### config.mk
export PLATFORM = sky130hd
export DESIGN_NAME = shared_exclusive_lock_queue
export DESIGN_NICKNAME = d
export VERILOG_FILES = /design/src/rtl/selq_pkg.sv /design/src/rtl/shared_exclusive_lock_queue.sv
export SDC_FILE = /design/constraint.sdc
export NUM_CORES = 1
export LEC_CHECK = 0
export ABC_AREA = 1
export BUFFER_PORTS_ARGS = -buffer_cell sky130_fd_sc_hd__buf_4
export CORE_MARGIN = 2
export CORE_UTILIZATION = 45
export CTS_CLUSTER_SIZE = 8
export DETAILED_ROUTE_END_ITERATION = 10
export SYNTH_ARGS = -nofsm -noshare
export SYNTH_HDL_FRONTEND = slang
export SYNTH_SLANG_ARGS = --single-unit
### constraint.sdc
create_clock -name clk -period 2.5 [get_ports clk]
set_clock_uncertainty 0.1 [all_clocks]
set_input_delay 0.25 -clock clk [delete_from_list [all_inputs] [get_ports clk]]
set_output_delay 0.25 -clock clk [all_outputs]
set_load 0.01 [all_outputs]
### src/rtl/selq_pkg.sv
// package with sizes, status codes and the beat types of the shared/exclusive lock queue
package selq_pkg;

  localparam int QUEUE_DEPTH = 16;
  localparam int TAG_WIDTH   = 8;

  localparam int PTR_W    = $clog2(QUEUE_DEPTH);
  localparam int FILL_W   = $clog2(QUEUE_DEPTH + 1);
  localparam int ENTRY_W  = TAG_WIDTH + 1;
  localparam int HOLDER_W = 8;
  localparam int STATUS_W = 3;

  localparam logic [HOLDER_W-1:0] HOLDER_MAX = {HOLDER_W{1'b1}};
  localparam logic [PTR_W-1:0]    PTR_LAST   = PTR_W'(QUEUE_DEPTH - 1);
  localparam logic [FILL_W-1:0]   FILL_FULL  = FILL_W'(QUEUE_DEPTH);

  typedef enum logic [STATUS_W-1:0] {
    ST_GRANTED  = 3'd0,
    ST_QUEUED   = 3'd1,
    ST_FULL     = 3'd2,
    ST_UNLOCKED = 3'd3,
    ST_IGNORED  = 3'd4
  } status_t;

  typedef enum logic [1:0] {
    S_IDLE = 2'b01,
    S_HEAD = 2'b10
  } state_t;

  typedef struct packed {
    status_t                status;
    logic                   grant_valid;
    logic [TAG_WIDTH-1:0]   grant_tag;
    logic                   grant_exclusive;
    logic [HOLDER_W-1:0]    holders;
    logic [FILL_W-1:0]      waiting;
  } result_t;

  function automatic logic [PTR_W-1:0] ptr_inc(input logic [PTR_W-1:0] p);
    logic [PTR_W-1:0] r;
    if (p == PTR_LAST) begin
      r = '0;
    end else begin
      r = p + PTR_W'(1);
    end
    return r;
  endfunction

endpackage

### src/rtl/shared_exclusive_lock_queue.sv
// top level: shared/exclusive lock manager with a fifo wait queue held in a synchronous ram
//
// input channel: in_func (0 lock, 1 unlock), in_want_exclusive, in_requester_tag.
// a beat moves when in_valid is high and in_stall is low.
// result channel: one result beat per input beat, in order, with status, grant
// fields and the holder and waiting counts after the step; out_valid/out_stall.
// for a lock request, or an unlock that finds nothing held or an empty queue,
// the result is registered at the accept edge and shows the next cycle.
// an unlock with queued waiters first has the queue head registered out of the
// ram, then in state S_HEAD its result is registered once the output is free.
// sustained rate: one beat per cycle while out_stall is low; an unlock that
// tries the queue head holds off new beats until it leaves S_HEAD.
// while a result is held by out_stall, no new beat is accepted and the head
// read waits; the result register holds its value.
// reset clears the counters, queue pointers and the result valid flag; the
// queue ram is not cleared, an entry is only read after it has been written.
module shared_exclusive_lock_queue (
  input  logic                              clk,
  input  logic                              rst_n,
  input  logic                              in_valid,
  output logic                              in_stall,
  input  logic                              in_func,
  input  logic                              in_want_exclusive,
  input  logic [selq_pkg::TAG_WIDTH-1:0]    in_requester_tag,
  output logic                              out_valid,
  input  logic                              out_stall,
  output logic [selq_pkg::STATUS_W-1:0]     out_status,
  output logic                              out_grant_valid,
  output logic [selq_pkg::TAG_WIDTH-1:0]    out_grant_tag,
  output logic                              out_grant_exclusive,
  output logic [selq_pkg::HOLDER_W-1:0]     out_holders,
  output logic [selq_pkg::FILL_W-1:0]       out_waiting
);

  selq_pkg::state_t                    state_r, state_nxt;
  logic [selq_pkg::HOLDER_W-1:0]       holders_r, holders_nxt;
  logic                                held_excl_r, held_excl_nxt;
  logic [selq_pkg::PTR_W-1:0]          head_r, head_nxt;
  logic [selq_pkg::PTR_W-1:0]          tail_r, tail_nxt;
  logic [selq_pkg::FILL_W-1:0]         fill_r, fill_nxt;
  logic                                out_valid_r, out_valid_nxt;
  selq_pkg::result_t                   res_r, res_nxt;

  logic [selq_pkg::ENTRY_W-1:0]        wait_mem [selq_pkg::QUEUE_DEPTH];
  logic [selq_pkg::ENTRY_W-1:0]        rd_data_r;
  logic                                wr_en;
  logic [selq_pkg::ENTRY_W-1:0]        wr_data;

  logic                                out_free;
  logic                                in_fire;
  logic                                lock_ok;
  logic                                head_excl;
  logic [selq_pkg::TAG_WIDTH-1:0]      head_tag;
  logic [selq_pkg::HOLDER_W-1:0]       holders_dec;
  logic                                head_ok;

  assign out_free  = !out_valid_r || !out_stall;
  assign in_stall  = (state_r != selq_pkg::S_IDLE) || !out_free;
  assign in_fire   = in_valid && !in_stall;

  assign head_excl   = rd_data_r[selq_pkg::TAG_WIDTH];
  assign head_tag    = rd_data_r[selq_pkg::TAG_WIDTH-1:0];
  assign holders_dec = holders_r - selq_pkg::HOLDER_W'(1);

  // grant rule: free lock, or shared holders joined by a shared request below the cap
  assign lock_ok = (holders_r == '0) ||
                   (!held_excl_r && !in_want_exclusive && holders_r != selq_pkg::HOLDER_MAX);
  // after the decrement the count is below the cap
  assign head_ok = (holders_dec == '0) || (!held_excl_r && !head_excl);

  always_comb begin
    state_nxt     = state_r;
    holders_nxt   = holders_r;
    held_excl_nxt = held_excl_r;
    head_nxt      = head_r;
    tail_nxt      = tail_r;
    fill_nxt      = fill_r;
    out_valid_nxt = out_valid_r && out_stall;
    res_nxt       = res_r;
    wr_en         = 1'b0;
    wr_data       = {in_want_exclusive, in_requester_tag};

    case (state_r)
      selq_pkg::S_IDLE: begin
        if (in_fire) begin
          res_nxt.grant_valid     = 1'b0;
          res_nxt.grant_tag       = '0;
          res_nxt.grant_exclusive = 1'b0;
          if (!in_func) begin
            if (lock_ok) begin
              holders_nxt             = holders_r + selq_pkg::HOLDER_W'(1);
              held_excl_nxt           = in_want_exclusive;
              res_nxt.status          = selq_pkg::ST_GRANTED;
              res_nxt.grant_valid     = 1'b1;
              res_nxt.grant_tag       = in_requester_tag;
              res_nxt.grant_exclusive = in_want_exclusive;
            end else if (fill_r == selq_pkg::FILL_FULL) begin
              res_nxt.status = selq_pkg::ST_FULL;
            end else begin
              wr_en          = 1'b1;
              tail_nxt       = selq_pkg::ptr_inc(tail_r);
              fill_nxt       = fill_r + selq_pkg::FILL_W'(1);
              res_nxt.status = selq_pkg::ST_QUEUED;
            end
            out_valid_nxt = 1'b1;
          end else if (holders_r == '0) begin
            res_nxt.status = selq_pkg::ST_IGNORED;
            out_valid_nxt  = 1'b1;
          end else if (fill_r == '0) begin
            holders_nxt    = holders_dec;
            res_nxt.status = selq_pkg::ST_UNLOCKED;
            out_valid_nxt  = 1'b1;
          end else begin
            // head entry comes out of the ram next cycle
            state_nxt = selq_pkg::S_HEAD;
          end
          res_nxt.holders = holders_nxt;
          res_nxt.waiting = fill_nxt;
        end
      end
      selq_pkg::S_HEAD: begin
        if (out_free) begin
          res_nxt.status = selq_pkg::ST_UNLOCKED;
          if (head_ok) begin
            holders_nxt             = holders_r;
            held_excl_nxt           = head_excl;
            head_nxt                = selq_pkg::ptr_inc(head_r);
            fill_nxt                = fill_r - selq_pkg::FILL_W'(1);
            res_nxt.grant_valid     = 1'b1;
            res_nxt.grant_tag       = head_tag;
            res_nxt.grant_exclusive = head_excl;
          end else begin
            holders_nxt = holders_dec;
          end
          res_nxt.holders = holders_nxt;
          res_nxt.waiting = fill_nxt;
          out_valid_nxt   = 1'b1;
          state_nxt       = selq_pkg::S_IDLE;
        end
      end
      default: begin
        state_nxt = selq_pkg::S_IDLE;
      end
    endcase
  end

  // wait queue ram: one write port at the tail, registered read at the head
  always_ff @(posedge clk) begin
    if (wr_en) begin
      wait_mem[tail_r] <= wr_data;
    end
    rd_data_r <= wait_mem[head_r];
  end

  always_ff @(posedge clk) begin
    if (!rst_n) begin
      state_r     <= selq_pkg::S_IDLE;
      holders_r   <= '0;
      held_excl_r <= 1'b0;
      head_r      <= '0;
      tail_r      <= '0;
      fill_r      <= '0;
      out_valid_r <= 1'b0;
    end else begin
      state_r     <= state_nxt;
      holders_r   <= holders_nxt;
      held_excl_r <= held_excl_nxt;
      head_r      <= head_nxt;
      tail_r      <= tail_nxt;
      fill_r      <= fill_nxt;
      out_valid_r <= out_valid_nxt;
    end
  end

  always_ff @(posedge clk) begin
    res_r <= res_nxt;
  end

  assign out_valid           = out_valid_r;
  assign out_status          = res_r.status;
  assign out_grant_valid     = res_r.grant_valid;
  assign out_grant_tag       = res_r.grant_tag;
  assign out_grant_exclusive = res_r.grant_exclusive;
  assign out_holders         = res_r.holders;
  assign out_waiting         = res_r.waiting;

endmodule

-- After elaboration in Yosys (flattened, before gate mapping)
Memory sizes are Yosys's and may differ from the RTL's. A register that Yosys moved wholly into a read port is not among the register bits.
Cells that the tools add are included.
- memories: 1
- register bits after elaboration: 51
- output and inout bits: 28
- memory bits (writable): 144
- add/sub/neg operators: 6
- bitwise operators: 3
- reduce and logical (&&, ||, !) cells: 27
- multiplexer cells: 53
- eq/ne operators: 16
- memories (name ; words ; bits a word ; read ports ; clocked after Yosys merged registers in ; write ports ; RTL line ; RTL):
    wait_mem ; 16 ; 9 ; 1 ; 1 ; 1 ; shared_exclusive_lock_queue.sv:44 ; logic [selq_pkg::ENTRY_W-1:0] wait_mem [selq_pkg::QUEUE_DEPTH];
- operators by type and width (kind ; number):
    8-bit 2-to-1 mux ; 7
    26-bit 2-to-1 mux ; 2
    26-bit case mux with 2 select lines ; 1
    10-bit 2-to-1 mux ; 3
    5-bit 2-to-1 mux ; 6
    1-bit 2-to-1 mux ; 17
    8-bit logical NOT ; 2
    2-bit inequality test (second input constant) ; 8
    8-bit case mux with 2 select lines ; 1
    2-bit 2-to-1 mux ; 7
    5-bit case mux with 2 select lines ; 1
    5-bit AND reduction ; 2
    3-bit 2-to-1 mux ; 3
    4-bit by 1-bit adder with 4-bit output (second input constant) ; 2
    8-bit by 1-bit adder with 8-bit output (second input constant) ; 1
    4-bit equality test (second input constant) ; 2
    4-bit 2-to-1 mux ; 2
    8-bit inequality test (second input constant) ; 1
    4-bit AND reduction ; 2
    8-bit by 1-bit subtractor with 8-bit output (second input constant) ; 1
    1-bit logical NOT ; 7
    3-bit AND reduction ; 2
    6-bit AND reduction ; 1
    5-bit by 1-bit adder with 5-bit output (second input constant) ; 1
    other kinds (13) ; 23

-- Longest topological paths before layout
- depth in word-level cells: 10
- gate-level depth with buffers: 15

-- Worst setup path before layout
Ideal clock, no wire load.
- path type: flip-flop to flip-flop
- from: reg holders_r[1] (netlist bit)
- to: mem wait_mem[10][0] (netlist bit), enable pin
- path slack: -0.034 ns
- stages on the path, launching flop included: 13
- buffers on the path: 1
- arrival: 2.060 ns
- library setup time: 0.374 ns
- path through: dfxtp_1 > inv_1 > ha_1 > nand3_2 > nor2_4 > inv_2 > nand2_4 > buf_6 > nor2_8 > nand3_4 > clkinv_4 > nand2_1 > nor2_1
- word-level cells in the longest chain between the ends: 9
- elaborated cells on any way between the ends: 10
- RTL lines (what ; RTL line ; RTL):
    from (decl) ; shared_exclusive_lock_queue.sv:36 ; logic [selq_pkg::HOLDER_W-1:0] holders_r, holders_nxt;
    from (signal assigned) ; shared_exclusive_lock_queue.sv:166 ; holders_r <= holders_nxt;
    8-bit inequality test ; shared_exclusive_lock_queue.sv:67 ; (!held_excl_r && !in_want_exclusive && holders_r != selq_pkg::HOLDER_MAX);
    1-bit logical AND ; shared_exclusive_lock_queue.sv:67 ;
    1-bit logical OR (*) ; shared_exclusive_lock_queue.sv:66 ; assign lock_ok = (holders_r == '0) ||
    1-bit 2-to-1 mux (*) ; shared_exclusive_lock_queue.sv:90 ; if (lock_ok) begin
    1-bit 2-to-1 mux (*) ; shared_exclusive_lock_queue.sv:89 ; if (!in_func) begin
    1-bit 2-to-1 mux (*) ; shared_exclusive_lock_queue.sv:85 ; if (in_fire) begin
    1-bit 2-to-1 mux (*) ; shared_exclusive_lock_queue.sv:83 ; case (state_r)
    1-bit 2-to-1 mux (*) ; shared_exclusive_lock_queue.sv:149 ; if (wr_en) begin
    1-bit 2-to-1 mux (not written as such) (*) ; shared_exclusive_lock_queue.sv:150 ; wait_mem[tail_r] <= wr_data;
    to (decl) ; shared_exclusive_lock_queue.sv:44 ;
Every way passes the cells marked *; elsewhere a longest branch is shown, timed or not.

-- Worst setup path after layout
- from: reg holders_r[0] (netlist bit)
- to: mem wait_mem[12][0] (netlist bit), enable pin
The elaborated chain is that of the path after synthesis.

==> flow_summary.yaml <==
run_status:
  outcome: "complete, no violations"
setup_path:
  max_stage_delay_ns: 0.43
  crit_required_ns: 2.65
  cpMostUsedCell: "inv_2"
  crit_path_max_fanout: 9
  critPathLaunchType: "flip-flop"
  worstPathArrival_ns: 2.53
  crit_chain: "inv_2 > ha_1 > nand3_2 > nor2_4 > inv_2 > nand2_4 > nor2_8 > nand3_4 > clkinv_4 > nand2_1 > nor2_1 > buf_4"
  timing.critical_path.buf_inv: 4
  end_kind: "flip-flop"
  cp_slowest_cell: "dfxtp_1"
  critical_path_class: "flip-flop to flip-flop"
  critPathTopFamily: "simple AND/OR/NAND/NOR gates"
routing:
  vias: 6956
  route.layer.met1.wl_mm: 11.4
  topRoutingLayerUsed: "met4"
  wire_per_inst_um: 19.4
  wl_met2_mm: 10.9
  drt_iter0_drc: 685
  via_per_inst: 5.50
  antenna_left: 0
  drc: 0
  drtPass1Iterations: 6
  routed_wl_mm: 24.5
  wl_met3_mm: 1.93
power_and_ir_drop:
  p_sw_share_pct: 33.0
  p_clk_share_pct: 31.8
  p_leak_nw: 4.22
  seqPwrFrac_pct: 38.7
  p_per_area_nw_per_um2: 1050
  p_sw_mw: 3.78
  combPwrFrac_pct: 29.5
  p_int_mw: 7.66
  ir_drop_uv: 640
logic_synthesis:
  ys_types: 43
  ys_seq_elements: 204
  yosys.area.top_type: "edfxtp_1"
  synth.top_cells.by_area: "edfxtp_1 55%, dfxtp_1 7.3%, nand2_1 6.1%"
  synth_top_area_share_pct: 55.1
  synthesis.area_sq_um: 9270
  synth.avg_cell_area_sq_um: 10.3
  synth_warnings: 0
  postSynthCellCount: 901
  synth_nets: 929
  seq_area_frac_synth_pct: 62.4
placement:
  place_area_sq_um: 10000
  dp_hpwl_mm: 15.9
  routabilityCongestion: 0.936
  portBuffers: 41
  place_ws_ns: 0.115
clocking:
  cts_buffer_depth: 3
  htreeDepth: 1
  clk_latency_ns: 0.54
  cts_buffers: 29
  tritoncts: "built"
  cts_root_buf: "clkbuf_16"
  cts.sinks: 204
  clk_pin_slew_ns: 0.05
floorplan:
  start_util_pct: 45.8
  num_io_pins: 42
  core_sq_um: 20200
  die_area_sq_um: 21800
  die_y_um: 148
  row_count: 52
  die_w_um: 148
min_path:
  worst_hold_path_type: "input port to flip-flop"
grt:
  grt_max_degree: 75
  grt_pass1_wl_mm: 38.2
  grt_pass1_vias: 6678
  grt.total_usage_pct: 22.8
  gr-total-overflow: 0
  grt_antenna_before_repair: 0
run:
  drv_cap: 0
timing:
  post-route-min-period_ns: 2.38
  slew_headroom_pct: 56.6
  timing.hold.ws_ns: 0.0107
  grt_setup_unrepaired: "false"
  setup_violations: 0
  finalSetupTns_ns: 0
  setup_slack_ns: 0.124
  hold_viol: 0
  max_freq_ghz: 0.421
  drv_slew: 0
  worstMarginPinSlew_ns: 0.650
  fin_crit_sh_pct: 95.1
layout:
  multiInputGateArea_sq_um: 3020
  fin_area_sq_um: 10900
  antenna-diode-count: 0
  fillers: 1771
  nets: 1001
  seq_area_sq_um: 5790
  drive_gt1_share_pct: 15.6
  syn2layout_area_growth_pct: 18.1
==> kinds of logic (layout without fill, tap and decap cells) <==
kind of cell	Yosys count	count (layout)	synth area share, %
AOI/OAI and AO/OA	158	158	9.85
adders and majority gates	14	14	1.89
buffers and inverters	109	203	4.99
and+or+nand+nor	408	408	20.1
DFF	204	204	62.4
muxes	1	1	0.108
xor gates and xnor gates	7	7	0.661
==> power groups by stage <==
stage	clock (mW)	combinational (mW)	sequential, mW
finish	3.64	3.37	4.43
global placement	0	3.30	4.49
global route	3.85	3.74	4.48
floorplan	0	2.08	4.56
detailed placement	0	3.32	4.50
CTS	3.71	3.34	4.43
==> sequential cells by signal, summed over array words and instances, names as in the netlist <==
signal,count
out_grant_tag,8
rd_data_r,9
out_status,3
held_excl_r,1
state_r,2
out_grant_exclusive,1
out_valid,1
out_grant_valid,1
holders_r,8
head_r,4
out_waiting,5
out_holders,8
wait_mem,144
tail_r,4
fill_r,5
==> through the flow <==
step	total power, mW	utilization [%]	std cells
final	11.4	54.1	1265
after global routing	12.1	54.1	1265
after CTS	11.5	54.1	1265
after detailed placement	7.81	49.5	1205
after global placement	7.80	49.5	1205
after floorplan	6.65	-	901
==> final cells by class <==
cell class	count	share of cell area (%)
Inverter	62	2.21
Clock buffer	52	7.61
Timing Repair Buffer	88	6.42
Tap cell	270	3.09
Clock inverter	1	0.183
Multi-Input combinational cell	588	27.6
Sequential cell	204	52.9
==> cell usage in the layout, fill, tap and decap left out, drive strengths merged, types with 2 or more instances in the layout <==
cell type	count
clkinv	2
o21a	2
edfxtp	170
xor2	6
nand3	89
a21oi	20
dlygate4sd3	7
nor2	136
nor3	7
o221ai	14
or2	3
buf	81
ha	14
o22ai	23
a211oi	2
clkbuf	52
nand4	13
o21ai	90
o211ai	5
nand2	158
dfxtp	34
inv	60
==> routing by layer <==
metal / global-route usage, % / vias up
li1: - / 3304
met5: 0 / -
met1: 34.9 / 3347
met2: 34.5 / 273
met3: 3.27 / 32
met4: 5.58 / 0
==> what timing repair did <==
| action | 4_1_cts | 5_1_grt |
|---|---|---|
| buffers inserted | 0 | 0 |
| endpoints found under the hold margin | 51 | 0 |
| gates resized for setup | 0 | 3 |
| endpoints found under the setup margin | 0 | 103 |
| hold buffers | 7 | 0 |
==> synth_stat cells, drive strengths merged <==
cell type	n
a211oi	2
nand2	158
inv	60
o21ai	90
o311a	1
nor2	136
and2	1
a21oi	20
o221ai	14
o22ai	23
nand3b	1
nor3	7
ha	14
a22oi	1
buf	15
dfxtp	34
xor2	6
or2	3
xnor2	1
o211ai	5
nand3	89
edfxtp	170
mux2i	1
clkbuf	32
clkinv	2
nand4	13
o21a	2
==> worst paths after layout <==
path / start / endpoint / slack [ns] / depth (start not counted)
max: holders_r[0] / wait_mem[12][0] / 0.12 / 12
min: in_requester_tag[3] / wait_mem[12][3] / 0.01 / 1
max reg2reg: holders_r[0] / wait_mem[12][0] / 0.12 / 12
min reg2reg: held_excl_r / held_excl_r / 0.36 / 2
No activity file was read; power rests on OpenSTA's default activity.
